File: config.mk
export PLATFORM = sky130hd
export DESIGN_NAME = quadratic_probe_hash_table_top
export DESIGN_NICKNAME = d
export VERILOG_FILES = /design/src/hw/rtl/qpht_pkg.sv /design/src/hw/rtl/qpht_dp.sv /design/src/hw/rtl/qpht_ctrl.sv /design/src/hw/rtl/quadratic_probe_hash_table_top.sv
export VERILOG_INCLUDE_DIRS = /design/src /design/src/hw/rtl
export SDC_FILE = /design/constraint.sdc
export NUM_CORES = 2
export LEC_CHECK = 0
export BUFFER_PORTS_ARGS = -buffer_cell sky130_fd_sc_hd__buf_2
export CAP_MARGIN = 20
export CORE_ASPECT_RATIO = 1.5
export CORE_MARGIN = 2
export CORE_UTILIZATION = 30
export CTS_CLUSTER_SIZE = 16
export DETAILED_ROUTE_END_ITERATION = 16
export PLACE_DENSITY_LB_ADDON = 0.15
export SLEW_MARGIN = 25
export SYNTH_ARGS = -nofsm -noshare
export SYNTH_HDL_FRONTEND = slang
export SYNTH_SLANG_ARGS = --single-unit
export TNS_END_PERCENT = 100
File: constraint.sdc
create_clock -name clk -period 5 [get_ports clk]
set_input_delay 1 -clock clk [delete_from_list [all_inputs] [get_ports clk]]
set_output_delay 1 -clock clk [all_outputs]
set_load 0.03 [all_outputs]
File: src/hw/rtl/quadratic_probe_hash_table_top_assert.svh
// Assertion macros shared by the quadratic probe hash table RTL.
`ifndef QUADRATIC_PROBE_HASH_TABLE_TOP_ASSERT_SVH
`define QUADRATIC_PROBE_HASH_TABLE_TOP_ASSERT_SVH

// Condition that must hold at every clock edge out of reset.
`define QPHT_ASSERT_ALWAYS(label, cond, msg) \
  label: assert property (@(posedge clk) disable iff (!rst_n) (cond)) else $error(msg);

// Consequence that must hold in the same cycle as the antecedent.
`define QPHT_ASSERT_SAME(label, ante, cons, msg) \
  label: assert property (@(posedge clk) disable iff (!rst_n) (ante) |-> (cons)) \
    else $error(msg);

// Consequence that must hold in the cycle after the antecedent.
`define QPHT_ASSERT_NEXT(label, ante, cons, msg) \
  label: assert property (@(posedge clk) disable iff (!rst_n) (ante) |=> (cons)) \
    else $error(msg);

`endif

File: src/hw/rtl/qpht_pkg.sv
// Shared types, constants and control structures of the quadratic probe hash table.
`default_nettype none

package qpht_pkg;

  localparam int KEY_W           = 31;
  localparam int AGE_W           = 7;
  localparam int SIZE_W          = 7;
  localparam int SLOT_W          = 6;
  localparam int BIT_W           = $clog2(KEY_W);
  localparam int TABLE_DEPTH_DEF = 64;
  localparam int APB_DATA_W      = 32;
  localparam int APB_ADDR_W      = 3;

  localparam logic [SIZE_W-1:0] TABLE_SIZE_RESET = 7'd53;

  // Register index of table_size in the configuration map.
  localparam logic REG_TABLE_SIZE = 1'b0;

  typedef enum logic [1:0] {
    MARK_EMPTY   = 2'd0,
    MARK_USED    = 2'd1,
    MARK_DELETED = 2'd2
  } mark_t;

  typedef enum logic [1:0] {
    ST_DONE     = 2'd0,
    ST_DUP      = 2'd1,
    ST_FULL     = 2'd2,
    ST_NOTFOUND = 2'd3
  } status_t;

  typedef enum logic [1:0] {
    CMD_INSERT = 2'd0,
    CMD_SEARCH = 2'd1,
    CMD_DELETE = 2'd2
  } command_t;

  // One table row as held in the slot memory.
  typedef struct packed {
    mark_t              mark;
    logic               gender;
    logic [AGE_W-1:0]   age;
    logic [KEY_W-1:0]   key;
  } entry_t;

  // Controller to datapath commands.
  typedef struct packed {
    logic    load;
    logic    mod_en;
    logic    scan_init;
    logic    probe_init;
    logic    run;
    logic    probe;
    logic    clr_en;
    logic    wr_del;
    logic    wr_ins;
    logic    res_load;
    status_t res_status;
    logic    res_slot;
    logic    res_found;
  } ctrl_cmd_t;

  // Datapath to controller status.
  typedef struct packed {
    logic mod_last;
    logic hit;
    logic miss;
    logic clr_last;
  } dp_stat_t;

endpackage

`default_nettype wire

File: src/hw/rtl/qpht_dp.sv
// Datapath of the quadratic probe hash table: slot memory, remainder unit, probe and scan.
`default_nettype none

module qpht_dp
  import qpht_pkg::*;
#(
  parameter int TABLE_DEPTH = TABLE_DEPTH_DEF
) (
  input  wire logic                clk,
  input  wire logic                rst_n,
  input  wire ctrl_cmd_t           cmd,
  input  wire logic [SIZE_W-1:0]   table_size,
  input  wire logic [KEY_W-1:0]    in_key,
  input  wire logic [AGE_W-1:0]    in_age,
  input  wire logic                in_gender,
  output dp_stat_t                 stat,
  output logic [1:0]               out_status,
  output logic [SLOT_W-1:0]        out_slot,
  output logic [AGE_W-1:0]         out_found_age,
  output logic                     out_found_gender
);

  localparam int AW   = $clog2(TABLE_DEPTH);
  localparam int NCAP = (TABLE_DEPTH < (2**SIZE_W) - 1) ? TABLE_DEPTH : (2**SIZE_W) - 1;

  function automatic logic [AW-1:0] to_addr(input logic [SIZE_W-1:0] v);
    logic [AW+SIZE_W-1:0] w;
    w = {{AW{1'b0}}, v};
    return w[AW-1:0];
  endfunction

  entry_t mem [TABLE_DEPTH];

  logic [KEY_W-1:0]  key_r, key_nxt;
  logic [AGE_W-1:0]  age_r, age_nxt;
  logic              gen_r, gen_nxt;
  logic [SIZE_W-1:0] rem_r, rem_nxt;
  logic [BIT_W-1:0]  bit_r, bit_nxt;
  logic [SIZE_W-1:0] cnt_r, cnt_nxt;
  logic [SIZE_W-1:0] h_r, h_nxt;
  logic [SIZE_W-1:0] d_r, d_nxt;
  logic              qv_r, qv_nxt;
  logic [SIZE_W-1:0] qidx_r, qidx_nxt;
  entry_t            rdata_r;

  logic [1:0]        out_status_r;
  logic [SLOT_W-1:0] out_slot_r;
  logic [AGE_W-1:0]  out_age_r;
  logic              out_gen_r;

  logic [SIZE_W-1:0] live_n;
  logic [SIZE_W-1:0] raddr;
  logic              issue;
  logic [SIZE_W:0]   shifted;
  logic [SIZE_W:0]   hsum;
  logic [SIZE_W:0]   dsum;
  logic [SIZE_W:0]   n_ext;
  logic              we;
  logic [SIZE_W-1:0] waddr;
  entry_t            wdata;

  // Slots in use: zero acts as one, anything beyond the memory is clamped.
  always_comb begin
    if (table_size == '0) begin
      live_n = SIZE_W'(1);
    end else if (int'(table_size) > NCAP) begin
      live_n = SIZE_W'(NCAP);
    end else begin
      live_n = table_size;
    end
  end

  assign n_ext   = {1'b0, live_n};
  assign raddr   = cmd.probe ? h_r : cnt_r;
  assign issue   = cmd.run && (cnt_r < live_n);
  assign shifted = {rem_r, key_r[bit_r]};
  assign hsum    = {1'b0, h_r} + {1'b0, d_r};
  assign dsum    = {1'b0, d_r} + (SIZE_W+1)'(2);

  always_comb begin
    key_nxt  = key_r;
    age_nxt  = age_r;
    gen_nxt  = gen_r;
    rem_nxt  = rem_r;
    bit_nxt  = bit_r;
    cnt_nxt  = cnt_r;
    h_nxt    = h_r;
    d_nxt    = d_r;
    qv_nxt   = qv_r;
    qidx_nxt = qidx_r;

    if (cmd.load) begin
      key_nxt = in_key;
      age_nxt = in_age;
      gen_nxt = in_gender;
      rem_nxt = '0;
      bit_nxt = BIT_W'(KEY_W - 1);
    end

    // Restoring remainder, one key bit per cycle from the top.
    if (cmd.mod_en) begin
      rem_nxt = (shifted >= n_ext) ? SIZE_W'(shifted - n_ext) : shifted[SIZE_W-1:0];
      bit_nxt = bit_r - 1'b1;
    end

    if (cmd.scan_init) begin
      cnt_nxt = '0;
      qv_nxt  = 1'b0;
    end

    // Probe i sits at (key + i*i) mod n; the step to the next one is (2i + 1) mod n.
    if (cmd.probe_init) begin
      cnt_nxt = '0;
      qv_nxt  = 1'b0;
      h_nxt   = rem_r;
      d_nxt   = (live_n == SIZE_W'(1)) ? '0 : SIZE_W'(1);
    end

    if (cmd.run) begin
      if (issue) begin
        cnt_nxt  = cnt_r + 1'b1;
        qidx_nxt = raddr;
        qv_nxt   = 1'b1;
        if (cmd.probe) begin
          h_nxt = (hsum >= n_ext) ? SIZE_W'(hsum - n_ext) : hsum[SIZE_W-1:0];
          if (live_n == SIZE_W'(1)) begin
            d_nxt = '0;
          end else begin
            d_nxt = (dsum >= n_ext) ? SIZE_W'(dsum - n_ext) : dsum[SIZE_W-1:0];
          end
        end
      end else begin
        qv_nxt = 1'b0;
      end
    end

    if (cmd.clr_en) begin
      cnt_nxt = cnt_r + 1'b1;
    end
  end

  always_comb begin
    stat.mod_last = (bit_r == '0);
    stat.clr_last = (cnt_r == SIZE_W'(NCAP - 1));
    stat.miss     = !qv_r && (cnt_r >= live_n);
    if (cmd.probe) begin
      stat.hit = qv_r && (rdata_r.mark != MARK_USED);
    end else begin
      stat.hit = qv_r && (rdata_r.mark == MARK_USED) && (rdata_r.key == key_r);
    end
  end

  always_comb begin
    we    = cmd.clr_en || cmd.wr_del || cmd.wr_ins;
    waddr = cmd.clr_en ? cnt_r : qidx_r;
    wdata = rdata_r;
    if (cmd.clr_en) begin
      wdata = '{mark: MARK_EMPTY, gender: 1'b0, age: '0, key: '0};
    end else if (cmd.wr_ins) begin
      wdata = '{mark: MARK_USED, gender: gen_r, age: age_r, key: key_r};
    end else begin
      wdata.mark = MARK_DELETED;
    end
  end

  always_ff @(posedge clk) begin
    if (we) begin
      mem[to_addr(waddr)] <= wdata;
    end
    rdata_r <= mem[to_addr(raddr)];
  end

  always_ff @(posedge clk) begin
    if (!rst_n) begin
      cnt_r <= '0;
      qv_r  <= 1'b0;
      bit_r <= '0;
    end else begin
      cnt_r <= cnt_nxt;
      qv_r  <= qv_nxt;
      bit_r <= bit_nxt;
    end
  end

  always_ff @(posedge clk) begin
    key_r  <= key_nxt;
    age_r  <= age_nxt;
    gen_r  <= gen_nxt;
    rem_r  <= rem_nxt;
    h_r    <= h_nxt;
    d_r    <= d_nxt;
    qidx_r <= qidx_nxt;
    if (cmd.res_load) begin
      out_status_r <= cmd.res_status;
      out_slot_r   <= cmd.res_slot ? qidx_r[SLOT_W-1:0] : '0;
      out_age_r    <= cmd.res_found ? rdata_r.age : '0;
      out_gen_r    <= cmd.res_found ? rdata_r.gender : 1'b0;
    end
  end

  assign out_status       = out_status_r;
  assign out_slot         = out_slot_r;
  assign out_found_age    = out_age_r;
  assign out_found_gender = out_gen_r;

endmodule

`default_nettype wire

File: src/hw/rtl/qpht_ctrl.sv
// Controller state machine of the quadratic probe hash table.
`default_nettype none

`include "quadratic_probe_hash_table_top_assert.svh"

module qpht_ctrl
  import qpht_pkg::*;
(
  input  wire logic       clk,
  input  wire logic       rst_n,
  input  wire logic       start,
  input  wire logic [1:0] in_command,
  input  wire dp_stat_t   stat,
  output logic            busy,
  output logic            out_valid,
  output ctrl_cmd_t       cmd
);

  typedef enum logic [2:0] {
    S_CLEAR,
    S_IDLE,
    S_MOD,
    S_SCAN,
    S_PROBE
  } state_t;

  state_t     state_r, state_nxt;
  logic [1:0] op_r, op_nxt;
  logic       out_valid_r, out_valid_nxt;

  always_comb begin
    state_nxt      = state_r;
    op_nxt         = op_r;
    out_valid_nxt  = 1'b0;
    cmd            = '0;
    cmd.res_status = ST_NOTFOUND;

    unique case (state_r)
      S_CLEAR: begin
        cmd.clr_en = 1'b1;
        if (stat.clr_last) begin
          state_nxt = S_IDLE;
        end
      end

      S_IDLE: begin
        if (start) begin
          cmd.load = 1'b1;
          op_nxt   = in_command;
          unique case (in_command) inside
            CMD_INSERT: begin
              state_nxt = S_MOD;
            end
            CMD_SEARCH, CMD_DELETE: begin
              cmd.scan_init = 1'b1;
              state_nxt     = S_SCAN;
            end
            default: begin
              cmd.res_load  = 1'b1;
              out_valid_nxt = 1'b1;
            end
          endcase
        end
      end

      S_MOD: begin
        cmd.mod_en = 1'b1;
        if (stat.mod_last) begin
          cmd.scan_init = 1'b1;
          state_nxt     = S_SCAN;
        end
      end

      S_SCAN: begin
        cmd.run = 1'b1;
        if (stat.hit) begin
          cmd.res_load  = 1'b1;
          out_valid_nxt = 1'b1;
          state_nxt     = S_IDLE;
          unique case (op_r) inside
            CMD_INSERT: begin
              cmd.res_status = ST_DUP;
            end
            CMD_SEARCH: begin
              cmd.res_status = ST_DONE;
              cmd.res_slot   = 1'b1;
              cmd.res_found  = 1'b1;
            end
            default: begin
              cmd.wr_del     = 1'b1;
              cmd.res_status = ST_DONE;
              cmd.res_slot   = 1'b1;
            end
          endcase
        end else if (stat.miss) begin
          if (op_r == CMD_INSERT) begin
            cmd.probe_init = 1'b1;
            state_nxt      = S_PROBE;
          end else begin
            cmd.res_load  = 1'b1;
            out_valid_nxt = 1'b1;
            state_nxt     = S_IDLE;
          end
        end
      end

      S_PROBE: begin
        cmd.run   = 1'b1;
        cmd.probe = 1'b1;
        if (stat.hit) begin
          cmd.wr_ins     = 1'b1;
          cmd.res_load   = 1'b1;
          cmd.res_status = ST_DONE;
          cmd.res_slot   = 1'b1;
          out_valid_nxt  = 1'b1;
          state_nxt      = S_IDLE;
        end else if (stat.miss) begin
          cmd.res_load   = 1'b1;
          cmd.res_status = ST_FULL;
          out_valid_nxt  = 1'b1;
          state_nxt      = S_IDLE;
        end
      end

      default: begin
        state_nxt = S_IDLE;
      end
    endcase
  end

  always_ff @(posedge clk) begin
    if (!rst_n) begin
      state_r     <= S_CLEAR;
      op_r        <= '0;
      out_valid_r <= 1'b0;
    end else begin
      state_r     <= state_nxt;
      op_r        <= op_nxt;
      out_valid_r <= out_valid_nxt;
    end
  end

  assign busy      = (state_r != S_IDLE);
  assign out_valid = out_valid_r;

  `QPHT_ASSERT_ALWAYS(a_hit_miss_excl, !(cmd.run && stat.hit && stat.miss), "hit and miss together")
  `QPHT_ASSERT_SAME(a_write_has_result, cmd.wr_del || cmd.wr_ins, cmd.res_load, "table write without result")
  `QPHT_ASSERT_NEXT(a_mod_holds, (state_r == S_MOD) && !stat.mod_last, state_r == S_MOD, "remainder cut short")
  `QPHT_ASSERT_NEXT(a_accept_busy, (state_r == S_IDLE) && start && (in_command == CMD_INSERT || in_command == CMD_SEARCH || in_command == CMD_DELETE), busy, "known command did not start work")

endmodule

`default_nettype wire

File: src/hw/rtl/quadratic_probe_hash_table_top.sv
// Top level of the quadratic probe hash table: configuration register and block wiring.
`default_nettype none

// Open-addressing record table with quadratic probing. A command word is taken
// when start is high while busy is low; exactly one result word follows on the
// out_ ports, marked by out_valid for a single cycle. The receiver cannot hold
// results off, so it must be ready to take every out_valid pulse. After reset the
// block runs a clearing pass over the min(TABLE_DEPTH, 127) reachable slots, one
// row per cycle, and stays busy until it ends. Work is done one word at a time
// through a single read port and a single write port of the slot memory. With n
// the live table size, a search or delete scans the slots in order from slot 0
// and answers at the first match, or after all n slots on a miss. An insert first
// reduces the key modulo n with a one-bit-per-cycle remainder unit, then scans
// the n slots for a duplicate, then probes (key + i*i) mod n for i counting up
// from 0, answering at the first free probe, or with full after n probes. An
// unknown command is answered in the cycle after acceptance and the block can
// take a new word in that same cycle. table_size may be written over the
// APB-style port only while the block is idle.

module quadratic_probe_hash_table_top
  import qpht_pkg::*;
#(
  parameter int TABLE_DEPTH = TABLE_DEPTH_DEF
) (
  input  wire logic                  clk,
  input  wire logic                  rst_n,

  // Command channel.
  input  wire logic                  start,
  output logic                       busy,
  input  wire logic [1:0]            in_command,
  input  wire logic [KEY_W-1:0]      in_key,
  input  wire logic [AGE_W-1:0]      in_age,
  input  wire logic                  in_gender,

  // Result channel.
  output logic                       out_valid,
  output logic [1:0]                 out_status,
  output logic [SLOT_W-1:0]          out_slot,
  output logic [AGE_W-1:0]           out_found_age,
  output logic                       out_found_gender,

  // Configuration port.
  input  wire logic                  psel,
  input  wire logic                  penable,
  input  wire logic                  pwrite,
  input  wire logic [APB_ADDR_W-1:0] paddr,
  input  wire logic [APB_DATA_W-1:0] pwdata,
  output logic [APB_DATA_W-1:0]      prdata,
  output logic                       pready
);

  logic [SIZE_W-1:0] table_size_r, table_size_nxt;
  logic              reg_sel;
  ctrl_cmd_t         cmd;
  dp_stat_t          stat;

  // The register index is the word address; the low byte-offset bits are ignored.
  assign reg_sel = (paddr[APB_ADDR_W-1] == REG_TABLE_SIZE);
  assign pready  = 1'b1;

  always_comb begin
    table_size_nxt = table_size_r;
    if (psel && penable && pwrite && pready && reg_sel) begin
      table_size_nxt = pwdata[SIZE_W-1:0];
    end
  end

  always_ff @(posedge clk) begin
    if (!rst_n) begin
      table_size_r <= TABLE_SIZE_RESET;
    end else begin
      table_size_r <= table_size_nxt;
    end
  end

  // Reads of any address outside the register list return zero.
  assign prdata = reg_sel ? {{(APB_DATA_W-SIZE_W){1'b0}}, table_size_r} : '0;

  // The controller sequences the remainder, scan and probe phases.
  qpht_ctrl u_ctrl (
    .clk        (clk),
    .rst_n      (rst_n),
    .start      (start),
    .in_command (in_command),
    .stat       (stat),
    .busy       (busy),
    .out_valid  (out_valid),
    .cmd        (cmd)
  );

  // The datapath holds the slot memory and the result registers.
  qpht_dp #(
    .TABLE_DEPTH (TABLE_DEPTH)
  ) u_dp (
    .clk              (clk),
    .rst_n            (rst_n),
    .cmd              (cmd),
    .table_size       (table_size_r),
    .in_key           (in_key),
    .in_age           (in_age),
    .in_gender        (in_gender),
    .stat             (stat),
    .out_status       (out_status),
    .out_slot         (out_slot),
    .out_found_age    (out_found_age),
    .out_found_gender (out_found_gender)
  );

endmodule

`default_nettype wire

==> metrics.yaml <==
status:
  outcome: "finished, final reports clean"
placement:
  gp_congestion: 0.819
  hpwlAfterDp_um: 230000
  placed_area_um2: 121000
  place_ws_ps: 596
  io_buffers: 79
critical_path:
  path_cells: "nor3b_2 > buf_4 > mux2i_4 > buf_12 > inv_16 > nor2_4 > buf_4 > nand3_1 > a31oi_1 > nor4_1 > nor3_1 > buf_4 > nor2_1"
  crit_slowest_cell: "nor3_1"
  cpPeakStageDelay_ps: 540
  startpoint_type: "register"
  endpoint_kind: "register"
  cp.required_ps: 5770
  setup.worst_path.class: "reg2reg"
  cpMostUsedCell: "buf_4"
  crit_path_max_fanout: 79
  crit_arrival_ps: 5150
power:
  ir_worst_vdd_v: 0.000631
  power_density_nw_per_um2: 588
  leakage_nw: 44.1
sta:
  period_share_pct: 87.7
  fmax_ghz: 0.228
  fin_ws_ps: 616
  whs_ps: 279
  hold_viol: 0
  finalSetupTns_ps: 0
  clock_skew_ps: 56.6
  slew_headroom_pct: 30.8
  layout_min_cycle_time_ps: 4380
  setup_viol: 0
  rsz0062_at_grt: "no"
  tightest_slew_ps: 1040
  slew_viol_final: 0
cells_and_area:
  layout_commonest_cell: "edfxtp_1"
  final_util_pct: 35.1
  nFillCells: 35400
  final_area_um2: 130000
  syn_to_final_growth_pct: 16.5
  fin_nets: 8837
  layout_common_cells: "edfxtp_1 (2693), nand2_1 (2499), nand3_1 (901), buf_4 (302), a31oi_1 (291)"
  layout-drive-gt1-share_pct: 11.7
drt:
  dr.pass1.iters: 8
  avgViaCountPerCell: 5.18
  route.met2.wl_um: 209000
  wl_met3_um: 14900
  ant_nets: 0
  wirelength_um: 396000
  wire_per_inst_um: 28.8
  drc_errors: 0
  drt-met1-wl_um: 152000
  drt-initial-drc-count: 5727
  vias: 71100
  highest_layer: "met4"
cts:
  clock-sinks: 2773
  cts_buffer_depth: 4
  clk_latency_ps: 900
  cts_setup_buffers: 0
  cts_tree: "done"
  cts-htree-levels: 5
  path_clk_slew_ps: 70
  root_buffer: "clkbuf_16"
  cts_made_buffers: 278
  cts_hold_buf: 0
  ctsResizeCount: 0
floorplan:
  coreArea_um2: 369000
  start_util_pct: 30.2
  die_area_um2: 375000
  die_h_um: 749
  io_pins: 133
  rows: 273
  die_x_um: 501
yosys:
  ys_ff_latch: 2773
  synthArstFlopShare_pct: 0
  yosysSeqAreaShare_pct: 74.2
  synth_edf_count: 2693
  syn_area_um2: 111000
  synthDistinctLibCells: 73
  synthFlopType: "edfxtp_1"
  yosysWarnings: 0
  syn_inst: 8466
  syn_avg_cell_area_um2: 13.1
grt:
  grt_start_max_net_pins: 154
  grt_pass1_wl_um: 551000
  overflow: 0
  antenna_found_initial: 7
  grt_pass1_vias: 69600
  grt_usage_pct: 20.6
flow_run:
  drv_cap: 0
worst_hold_path:
  hold_path.class: "in2reg"
[power by group]
group / switching, mW / internal, mW
registers: 0.925 / 30.0
clock network: 9.06 / 11.6
logic: 17.9 / 6.67
[Yosys cell counts (all sizes together), types with 4 or more instances]
library cell / instances / share of area, %
dfxtp: 80 / 1.4
and2: 22 / 0.12
nor4: 19 / 0.11
o21ai: 56 / 0.25
a221oi: 14 / 0.11
mux2i: 131 / 1.2
a22oi: 25 / 0.17
nand2: 2502 / 8.4
a31oi: 291 / 1.6
inv: 57 / 0.19
nor2: 147 / 0.50
a211o: 6 / 0.047
nand4: 9 / 0.051
or3: 8 / 0.045
or4: 20 / 0.14
o2111ai: 4 / 0.032
nor3: 37 / 0.17
xnor2: 38 / 0.30
o22ai: 18 / 0.10
a21boi: 8 / 0.054
nand3: 902 / 4.1
fa: 4 / 0.072
o211ai: 7 / 0.047
ha: 40 / 0.45
clkbuf: 180 / 0.61
mux4: 20 / 0.41
edfxtp: 2693 / 73
a32oi: 50 / 0.39
a211oi: 56 / 0.38
a21oi: 196 / 0.89
a311oi: 140 / 1.1
buf: 382 / 1.9
nand2b: 13 / 0.073
nor2b: 24 / 0.14
xor2: 11 / 0.087
a22o: 19 / 0.15
mux2: 6 / 0.061
a21o: 14 / 0.095
and3: 177 / 1.0
[sequential cells by signal (all words and copies together) (netlist names), 2 cells and up]
register / cells
u_dp.d_r: 7
u_dp.out_slot: 6
u_dp.key_r: 31
u_dp.rem_r: 7
u_dp.bit_r: 5
u_dp.out_found_age: 7
u_ctrl.op_r: 2
u_dp.rdata_r: 41
u_dp.mem: 2624
u_dp.qidx_r: 6
u_dp.cnt_r: 7
table_size_r: 7
u_dp.age_r: 7
u_ctrl.state_r: 3
u_dp.h_r: 7
u_dp.out_status: 2
[critical path: cells and delay by family (launching register included)]
kind | cells | cell delay, ps
and+or+nand+nor | 6 | 1450
buffers and inverters | 5 | 1380
DFF | 1 | 500
AOI/OAI and AO/OA | 1 | 360
muxes | 1 | 280
[layout make-up]
cell class | count | area [um2] | share of cell area (%)
timing repair buffer | 503 | 5120 | 3.95
sequential | 2773 | 82500 | 63.7
multi-input combinational | 5095 | 26900 | 20.8
clock buffer | 364 | 7540 | 5.82
tap | 4812 | 6020 | 4.65
inverter | 60 | 255 | 0.197
antenna | 8 | 20.0 | 0.0155
clock inverter | 127 | 1150 | 0.889
[metrics by stage]
stage	cells	total power, mW
after floorplan	8490	44.7
after global placement	13200	56.2
after detailed placement	13200	56.4
after CTS	13700	77.1
after global routing	13700	79.5
final	13700	76.2
[layer usage]
layer  global-route usage (%)  vias up
met1                     23.9    37000
met3                     2.12      615
met5                        0        -
met4                     8.95        0
met2                     38.1     1889
li1                         -    31600
[kinds of logic (layout without fill, tap and decap cells)]
kind of cell,after synthesis,after routing,synth area share (%)
buf+inv,622,1054,2.67
flops,2773,2773,74.2
simple gates,3895,3895,15.0
xor+xnor,49,49,0.386
other cells,2,34,0.00676
compound gates,924,924,5.61
fa+ha+maj,44,44,0.522
mux,157,157,1.66
[path summary, 6_finish.rpt]
check | start | to | slack, ps | depth (start not counted)
setup / recovery | u_ctrl.state_r[2]$_SDFFE_PN0P_ | u_dp.rdata_r[39]$_DFF_P_ | 620 | 13
hold / removal | in_key[1] | u_dp.key_r[1]$_DFFE_PP_ | 280 | 1
setup reg to reg | u_ctrl.state_r[2]$_SDFFE_PN0P_ | u_dp.rdata_r[39]$_DFF_P_ | 620 | 13
hold reg to reg | table_size_r[4]$_SDFFE_PN1P_ | table_size_r[4]$_SDFFE_PN1P_ | 530 | 2
Note: power is estimated with default switching activity, not from simulation.
